==> src/sv/cfa_pkg.sv <==
// Package for the central force accumulator: payload structs, register
// indexes, law codes and controller/datapath command types. No dependencies.
package cfa_pkg;

  localparam int unsigned FracBitsDefault = 16;

  localparam logic [2:0] CfgForceLaw = 3'd0;
  localparam logic [2:0] CfgSelfX    = 3'd1;
  localparam logic [2:0] CfgSelfY    = 3'd2;
  localparam logic [2:0] CfgSelfRad  = 3'd3;
  localparam logic [2:0] CfgSelfWt   = 3'd4;
  localparam logic [2:0] CfgGravK    = 3'd5;
  localparam logic [2:0] CfgCoulK    = 3'd6;

  localparam logic [1:0] LawGravity = 2'd0;
  localparam logic [1:0] LawAnti    = 2'd1;
  localparam logic [1:0] LawElec    = 2'd2;
  localparam logic [1:0] LawNone    = 2'd3;

  typedef struct packed {
    logic signed [31:0] body_x;
    logic signed [31:0] body_y;
    logic [30:0]        body_radius;
    logic signed [31:0] body_weight;
    logic               last_body;
  } cfa_in_t;

  typedef struct packed {
    logic signed [31:0] force_x;
    logic signed [31:0] force_y;
    logic               saturated;
  } cfa_out_t;

  typedef struct packed {
    logic load;    // capture item, compute d, S, contact limit
    logic prep;    // start sqrt
    logic r3;      // start products kq, kqQ, R^2, R^3, numerators
    logic divx;    // start x division
    logic divy;    // start y division
    logic accx;    // accumulate x term
    logic accy;    // accumulate y term
    logic emit;    // load output register, clear sums
  } cfa_cmd_t;

  typedef struct packed {
    logic contact_ok;
    logic sqrt_done;
    logic mul_done;
    logic div_done;
    logic last;
  } cfa_sts_t;

endpackage

==> src/sv/cfa_ctrl.sv <==
// Controller: sequences load, root, products, divides, accumulate and emit.
// Depends on cfa_pkg.
module cfa_ctrl import cfa_pkg::*; (
  input  logic     clk_i,
  input  logic     rst_ni,
  input  logic     in_valid_i,
  output logic     in_stall_o,
  output logic     out_valid_o,
  input  logic     out_stall_i,
  input  cfa_sts_t sts_i,
  output cfa_cmd_t cmd_o
);

  localparam logic [3:0] StIdle = 4'd0, StChk = 4'd1, StSqrt = 4'd2, StMul = 4'd3,
                         StDivX = 4'd4, StAccX = 4'd5, StDivY = 4'd6, StAccY = 4'd7,
                         StEmit = 4'd8, StSq = 4'd9;

  logic [3:0] state_q, state_d;
  logic       ov_q, ov_d;
  logic       sq_go_q, mul_go_q;

  always_comb begin
    state_d = state_q;
    ov_d    = ov_q && out_stall_i;
    cmd_o   = '0;
    in_stall_o = (state_q != StIdle);
    case (state_q)
      StIdle: if (in_valid_i) begin
        cmd_o.load = 1'b1;
        state_d = StSq;
      end
      StSq: state_d = StChk;
      StChk: begin
        if (sts_i.contact_ok) begin
          cmd_o.prep = 1'b1;
          state_d = StSqrt;
        end else state_d = sts_i.last ? StEmit : StIdle;
      end
      StSqrt: if (!sq_go_q && sts_i.sqrt_done) begin
        cmd_o.r3 = 1'b1;
        state_d = StMul;
      end
      StMul: if (!mul_go_q && sts_i.mul_done) begin
        cmd_o.divx = 1'b1;
        state_d = StDivX;
      end
      StDivX: if (sts_i.div_done) begin
        cmd_o.accx = 1'b1;
        state_d = StAccX;
      end
      StAccX: begin
        cmd_o.divy = 1'b1;
        state_d = StDivY;
      end
      StDivY: if (sts_i.div_done) begin
        cmd_o.accy = 1'b1;
        state_d = StAccY;
      end
      StAccY: state_d = sts_i.last ? StEmit : StIdle;
      StEmit: if (!ov_q || !out_stall_i) begin
        cmd_o.emit = 1'b1;
        ov_d = 1'b1;
        state_d = StIdle;
      end
      default: state_d = StIdle;
    endcase
  end

  always_ff @(posedge clk_i or negedge rst_ni) begin
    if (!rst_ni) begin
      state_q  <= StIdle;
      ov_q     <= 1'b0;
      sq_go_q  <= 1'b0;
      mul_go_q <= 1'b0;
    end else begin
      state_q  <= state_d;
      ov_q     <= ov_d;
      sq_go_q  <= cmd_o.prep;
      mul_go_q <= cmd_o.r3;
    end
  end

  assign out_valid_o = ov_q;

endmodule

==> config.mk <==
export PLATFORM = sky130hd
export DESIGN_NAME = cfa_ctrl
export DESIGN_NICKNAME = d
export VERILOG_FILES = /design/src/sv/cfa_pkg.sv /design/src/sv/cfa_ctrl.sv
export SDC_FILE = /design/constraint.sdc
export NUM_CORES = 1
export LEC_CHECK = 0
export BUFFER_PORTS_ARGS = -buffer_cell sky130_fd_sc_hd__buf_2
export CAP_MARGIN = 25
export CORE_AREA = 4 4 41 43
export CTS_CLUSTER_SIZE = 10
export DETAILED_ROUTE_END_ITERATION = 10
export DIE_AREA = 0 0 45 47
export PLACE_DENSITY = 0.68
export SLEW_MARGIN = 10
export SYNTH_ARGS = -nofsm -noshare
export SYNTH_HDL_FRONTEND = slang
export SYNTH_SLANG_ARGS = --single-unit
==> constraint.sdc <==
create_clock -name clk_i -period 2.1 [get_ports clk_i]
set_clock_uncertainty 0.2 [all_clocks]
set_input_delay 0.315 -clock clk_i [delete_from_list [all_inputs] [get_ports clk_i]]
set_output_delay 0.315 -clock clk_i [all_outputs]
set_load 0.01 [all_outputs]
==> results of run 1 <==
[area by class of cell]
cell class	instances	area share
inverters	1	0.00604
well taps	15	0.0302
flip-flops and latches	7	0.282
repair buffers	21	0.185
clock buffers	4	0.0423
multi-input cells	43	0.455
[worst max-delay path, delay by kind of cell, from the launching register on]
family | cells | cell delay, ns
simple gates | 2 | 0.51
flops | 1 | 0.54
buf+inv | 1 | 0.20
[kinds of logic after synthesis]
family | count (synthesis) | share of synthesized area
and+or+nand+nor | 32 | 0.405
DFF | 7 | 0.356
buffers and inverters | 5 | 0.0865
AOI/OAI and AO/OA | 11 | 0.153
[state kept, by name (all words and copies together), names as in the netlist]
signal	flops
mul_go_q	1
sq_go_q	1
out_valid_o	1
state_q	4
[through the flow]
step / std cells / setup slack (ns) / utilization
after detailed placement: 86 / 0.365 / 0.443
after floorplan: 55 / 0.428 / -
after global placement: 86 / 0.424 / 0.443
final: 91 / 0.0648 / 0.478
after global routing: 91 / 0.00433 / 0.478
after CTS: 91 / 0.0792 / 0.471
[what timing repair did]
action                     CTS  global route
hold buffers                 1             0
setup endpoints to repair    0             2
gates resized for setup      0             2
hold endpoints to repair     7             0
[metal layers]
layer  global-route usage  vias to the layer above  share of wire
li1                     -                      240              -
met1                0.144                      223           0.46
met2                0.192                       20           0.44
met3               0.0383                        3          0.082
met4               0.0526                        0          0.012
met5                    0                        -              0
[path summary, 6_finish.rpt]
| kind | cells after the start | start | endpoint | slack [ns] |
|---|---|---|---|---|
| max | 3 | state_q[0] | cmd_o[4] | 0.06 |
| min | 3 | out_stall_i | out_valid_o | 0.11 |
| max reg2reg | 4 | state_q[0] | state_q[3] | 0.48 |
| min reg2reg | 1 | sq_go_q | mul_go_q | 0.29 |
| max in group asynchronous | 2 | rst_ni | state_q[2] | 1.33 |
| min in group asynchronous | 2 | rst_ni | state_q[1] | 0.21 |
[power breakdown]
part	internal [mW]	total [mW]	switching (mW)
sequential	0.185	0.255	0.0700
combinational	0.196	0.443	0.248
clock	0.0730	0.131	0.0578
total	0.454	0.830	0.376
[cells in the final DEF (no fill, tap or decap), drive strengths merged]
cell type	synthesis	layout
a211oi	1	1
a21oi	4	4
and3	1	1
buf	4	20
clkbuf	0	4
dfrtp	7	7
dlygate4sd3	0	1
inv	1	1
nand2	6	6
nand2b	3	3
nand3b	3	3
nand4	1	1
nor2	8	8
nor3	2	2
nor3b	4	4
nor4	1	1
nor4b	2	2
o21ai	2	2
o22ai	1	1
o31ai	2	2
o41ai	1	1
or2	1	1
==> out/qor.yml, run 1 <==
global_route:
  overflow: 0
  grt_start_max_net_pins: 15
  grt_pass1_wl_um: 1780
  antenna_found_initial: 0
  grt_usage: 0.119
  grt_pass1_vias: 431
synth:
  netlist_instances: 55
  synthTopCellsByCount: "dfrtp_1 (7), nor2_1 (7), nand2_1 (5)"
  yosys_register_bits: 7
  yosysWarnings: 0
  synth_nets: 64
  synth_top_area_share: 0.356
  yosysSeqAreaShare: 0.356
  synth_async_sr_flop_share: 1.00
  synthFlopType: "dfrtp_1"
  synth_enable_flop_cells: 0
  synth_area_um2: 492
  synth_top_area_cell: "dfrtp_1"
  synth_cell_types: 27
  yosys-top-cells-area: "dfrtp_1 (36%), buf_6 (6.9%), nor3b_1 (6.1%), nor2_1 (5.3%), a21oi_1 (4.1%)"
  syn_avg_cell_area_um2: 8.94
critical_path:
  worst_ep_arrival_time_ns: 1.52
  crit_path_end_kind: "output pin"
  required_ns: 1.58
  critPathKind: "flop to output pin"
  cp_max_fo: 10
  critical-path-slowest-cell: "dfrtp_1"
  slowest_delay_ns: 0.54
  critical_path.cell_chain: "nand2_1 > nor4_1 > buf_2"
  critPathLaunchType: "flop"
final_layout:
  drive_above_1_share: 0.408
  diodes: 0
  design_area_um2: 622
  fillers: 142
  multi_input_area_um2: 283
  fin_nets: 86
  area_delta_synth_final_pct: 26.5
  seq_area_um2: 175
timing:
  fmax_mhz: 491
  slew_headroom: 0.771
  final-setup-viol-count: 0
  grt_setup_unrepaired: "false"
  hold_viol: 0
  slew_violations: 0
  tns_ns: 0
  holdWs_ns: 0.106
  post-route-period-util: 0.969
  fin_crit_ns: 2.04
  worst_slew_pin_slew_ns: 0.344
power:
  ir_drop_mv: 0.678
  power_density_nw_per_um2: 1330
  leakagePower_nw: 0.290
  total_power_mw: 0.830
die:
  die_w_um: 45
  die_h_um: 47
  rows: 13
  io_pins: 19
  die-area_um2: 2120
  core_um2: 1300
  initial_core_util: 0.378
min_path:
  hold_path_class: "input pin to flop"
placement:
  io_buffers: 18
  postPlaceCellArea_um2: 577
  place_congestion: 0.852
  dpl.hpwl_um: 893
cts:
  cts_made_buffers: 3
  numClockSinks: 7
  post_cts_buffers: 0
  cts_root_buf: "clkbuf_4"
  clk_pin_slew_ns: 0.06
  htreeDepth: 1
  clk_path_buf_depth: 2
  clkLatencyLatePin_ns: 0.26
  tritoncts: "done"
routing:
  drc_errors: 0
  vias: 486
  drt_iter0_markers: 14
  wl_per_cell_um: 13.2
  vias_per_cell: 5.34
  drtAntennaViolNets: 0
  drt_pass1_iterations: 4
  drt-total-wl_um: 1200
outcome:
  status: "completed"
flow_run:
  drv_cap: 0
Power figures use the tool's default switching activity.
==> run 2: changes to the inputs <==
Settings changed: ABC_AREA from default to 1, PLACE_DENSITY 0.68 to 0.7.
==> run 2 against run 1 <==
Hold slack got worse by 0.014 ns. Die area unchanged. Cell area increased by 5.8%. First-iteration DRC count increased by 64%. Highest routed layer is now met3. Utilization increased by 2.8 points. Synthesized area increased by 4.3%. Final cell count increased by 30%. Wire length increased by 3.3%. Largest power group unchanged.
==> out/qor.yml, run 2 <==
routing:
  highest_layer: "met3"
  route.met3.wl_um: 57  # -42%
  wl_per_cell_um: 10.5  # -20%
  drt_pass1_iterations: 4  # unchanged
  drc_errors: 0  # unchanged
  m1WireLength_um: 520  # -6.8%
  vias_per_cell: 4.68  # -12%
  drt_iter0_markers: 23  # +9
  drtAntennaViolNets: 0  # unchanged
  drt-total-wl_um: 1240  # +3.3%
  wl_met2_um: 663  # +26%
  vias: 552  # +14%
global_route:
  grt_pass1_vias: 531  # +23%
  grt_start_max_net_pins: 8  # -7
  antenna_found_initial: 0  # unchanged
  grt_pass1_wl_um: 2030  # +14%
  overflow: 0  # unchanged
  grt_usage: 0.132  # +0.0137
die:
  die_h_um: 47  # unchanged
  die-area_um2: 2120  # unchanged
  rows: 13  # unchanged
  die_w_um: 45  # unchanged
  io_pins: 19  # unchanged
  core_um2: 1300  # unchanged
  initial_core_util: 0.394  # +0.0163
final_layout:
  drive_above_1_share: 0.340  # -0.0681
  diodes: 0  # unchanged
  final_common_cell: "nand2_1"
  top_register: "state_q"
  largest_register_ffs: 4  # unchanged
  fin_nets: 113  # +31%
  final_cell_mix: "nand2_1 (20), buf_2 (18), inv_1 (15), nor2_1 (10), nand3_1 (8)"
  area_delta_synth_final_pct: 28.3
timing:
  worst_slew_pin_slew_ns: 0.261  # -0.0831 ns
  tns_ns: 0  # unchanged
  hold_viol: 0  # unchanged
  slew_headroom: 0.826  # +0.0552
  post-route-period-util: 0.888  # -0.0807
  fmax_mhz: 536  # +9.1%
  final-setup-viol-count: 0  # unchanged
  layout_setup_ws_ns: 0.234  # +0.169 ns
  grt_setup_unrepaired: "false"
  fin_crit_ns: 1.87  # -0.169 ns
  slew_violations: 0  # unchanged
min_path:
  hold_path_class: "input pin to flop"
critical_path:
  r2r_slack_ns: 0.66  # +0.18 ns
  worst_ep_arrival_time_ns: 1.35  # -0.17 ns
  critPathKind: "flop to output pin"
  crit_path_end_kind: "output pin"
  required_ns: 1.58  # about the same
  cp_max_fo: 6  # -4
  critPathLaunchType: "flop"
synth:
  synth_enable_flop_cells: 0  # unchanged
  yosys_register_bits: 7  # unchanged
  yosysWarnings: 0  # unchanged
  synth_top_area_share: 0.341  # -0.0148
  synthTopCellsByCount: "nand2_1 (20), inv_1 (15), nor2_1 (10)"
  netlist_instances: 80  # +45%
  post-synth-top-count-cell: "nand2_1"
  yosys-top-cells-area: "dfrtp_1 (34%), nand2_1 (15%), inv_1 (11%), nand3_1 (7.8%), nand3_2 (7.8%)"
  synthFlopType: "dfrtp_1"
  synth_top_area_cell: "dfrtp_1"
  synth_async_sr_flop_share: 1.00  # unchanged
  yosysSeqAreaShare: 0.341  # -0.0148
  synth_nets: 89  # +39%
  synth_area_um2: 513  # +4.3%
  syn_avg_cell_area_um2: 6.41  # -28%
  synth_cell_types: 13  # -52%
outcome:
  status: "completed"
placement:
  io_buffers: 18  # unchanged
  dpl.hpwl_um: 1030  # +15%
  post-place-ws_ns: 0.474  # +0.109 ns
  place_congestion: 0.853  # +0.13%
cts:
  clkLatencyLatePin_ns: 0.24  # -0.02 ns
  clk_pin_slew_ns: 0.05  # about the same
  htreeDepth: 1  # unchanged
  numClockSinks: 7  # unchanged
  tritoncts: "done"
  cts_made_buffers: 3  # unchanged
  cts_root_buf: "clkbuf_4"
  clk_path_buf_depth: 2  # unchanged
power:
  leakagePower_nw: 0.420  # +45%
  ir_drop_mv: 0.558  # -18%
  power_density_nw_per_um2: 1160  # -13%
flow_run:
  drv_cap: 0  # unchanged
## run 2: changes by cell type after synthesis, moves of 3 or more
cell | before | now
nand2_1 | 5 | 20
inv_1 | 1 | 15
nand3_1 | 0 | 8
a21oi_1 | 4 | 0
nand3_2 | 0 | 4
nor2_2 | 1 | 5
nor3b_1 | 4 | 0
buf_6 | 3 | 0
inv_2 | 0 | 3
nor2_1 | 7 | 10
## run 2: metal layers
metal,vias to the layer above,GRT usage
li1,290,-
met1,248,0.154
met2,14,0.249
met3,0,0.0115
met4,0,0.0526
met5,-,0
## run 2: worst paths after layout
path | from | cells past startpoint | endpoint
max reg2reg | state_q[1] | 6 | state_q[2]
min in group asynchronous | rst_ni | 2 | mul_go_q
min | out_stall_i | 3 | out_valid_o
max | state_q[1] | 4 | cmd_o[2]
max in group asynchronous | rst_ni | 2 | state_q[1]
min reg2reg | out_valid_o | 2 | out_valid_o
## run 2: cell type report
class	instances	area [µm²]
fill	149	643
sequential	7	175
timing repair buffer	19	100
clock buffer	4	26.3
tap	15	18.8
multi-input combinational	55	270
inverter	18	67.6
## run 2: stage by stage
step           hold WS (ns)  instances   util  power [mW]  cell area [µm²]
6_report             0.0921        118  0.506       0.764              658
5_1_grt               0.117        118  0.506       0.840              658
4_1_cts              0.0947        118  0.506       0.768              658
3_5_place_dp        -0.0477        113  0.478       0.646              622
3_3_place_gp        -0.0496        113  0.478       0.646              622
2_1_floorplan        -0.181         80      -       0.531              513
## run 2: cell families (layout without fill, tap and decap cells)
group           after synthesis  after routing  share of synthesized area
simple gates                 52             52                      0.493
buf+inv                      18             41                      0.132
flops                         7              7                      0.341
compound gates                3              3                     0.0342
## run 2: worst max-delay path, cell delays in order (launching register included)
cell and delay [ns]:
dfrtp_1 0.44, nor2_2 0.25, inv_1 0.09, nor3_1 0.17, buf_2 0.16
## run 2: what timing repair did
item / CTS / global route
setup buffers: 0 / 0
hold buffers: 1 / 0
hold endpoints to repair: 7 / 0
gates resized for setup: 0 / 0
## run 2: power breakdown
group	internal [mW]	switching (mW)
Combinational	0.149	0.276
Sequential	0.180	0.0416
Clock	0.0722	0.0455
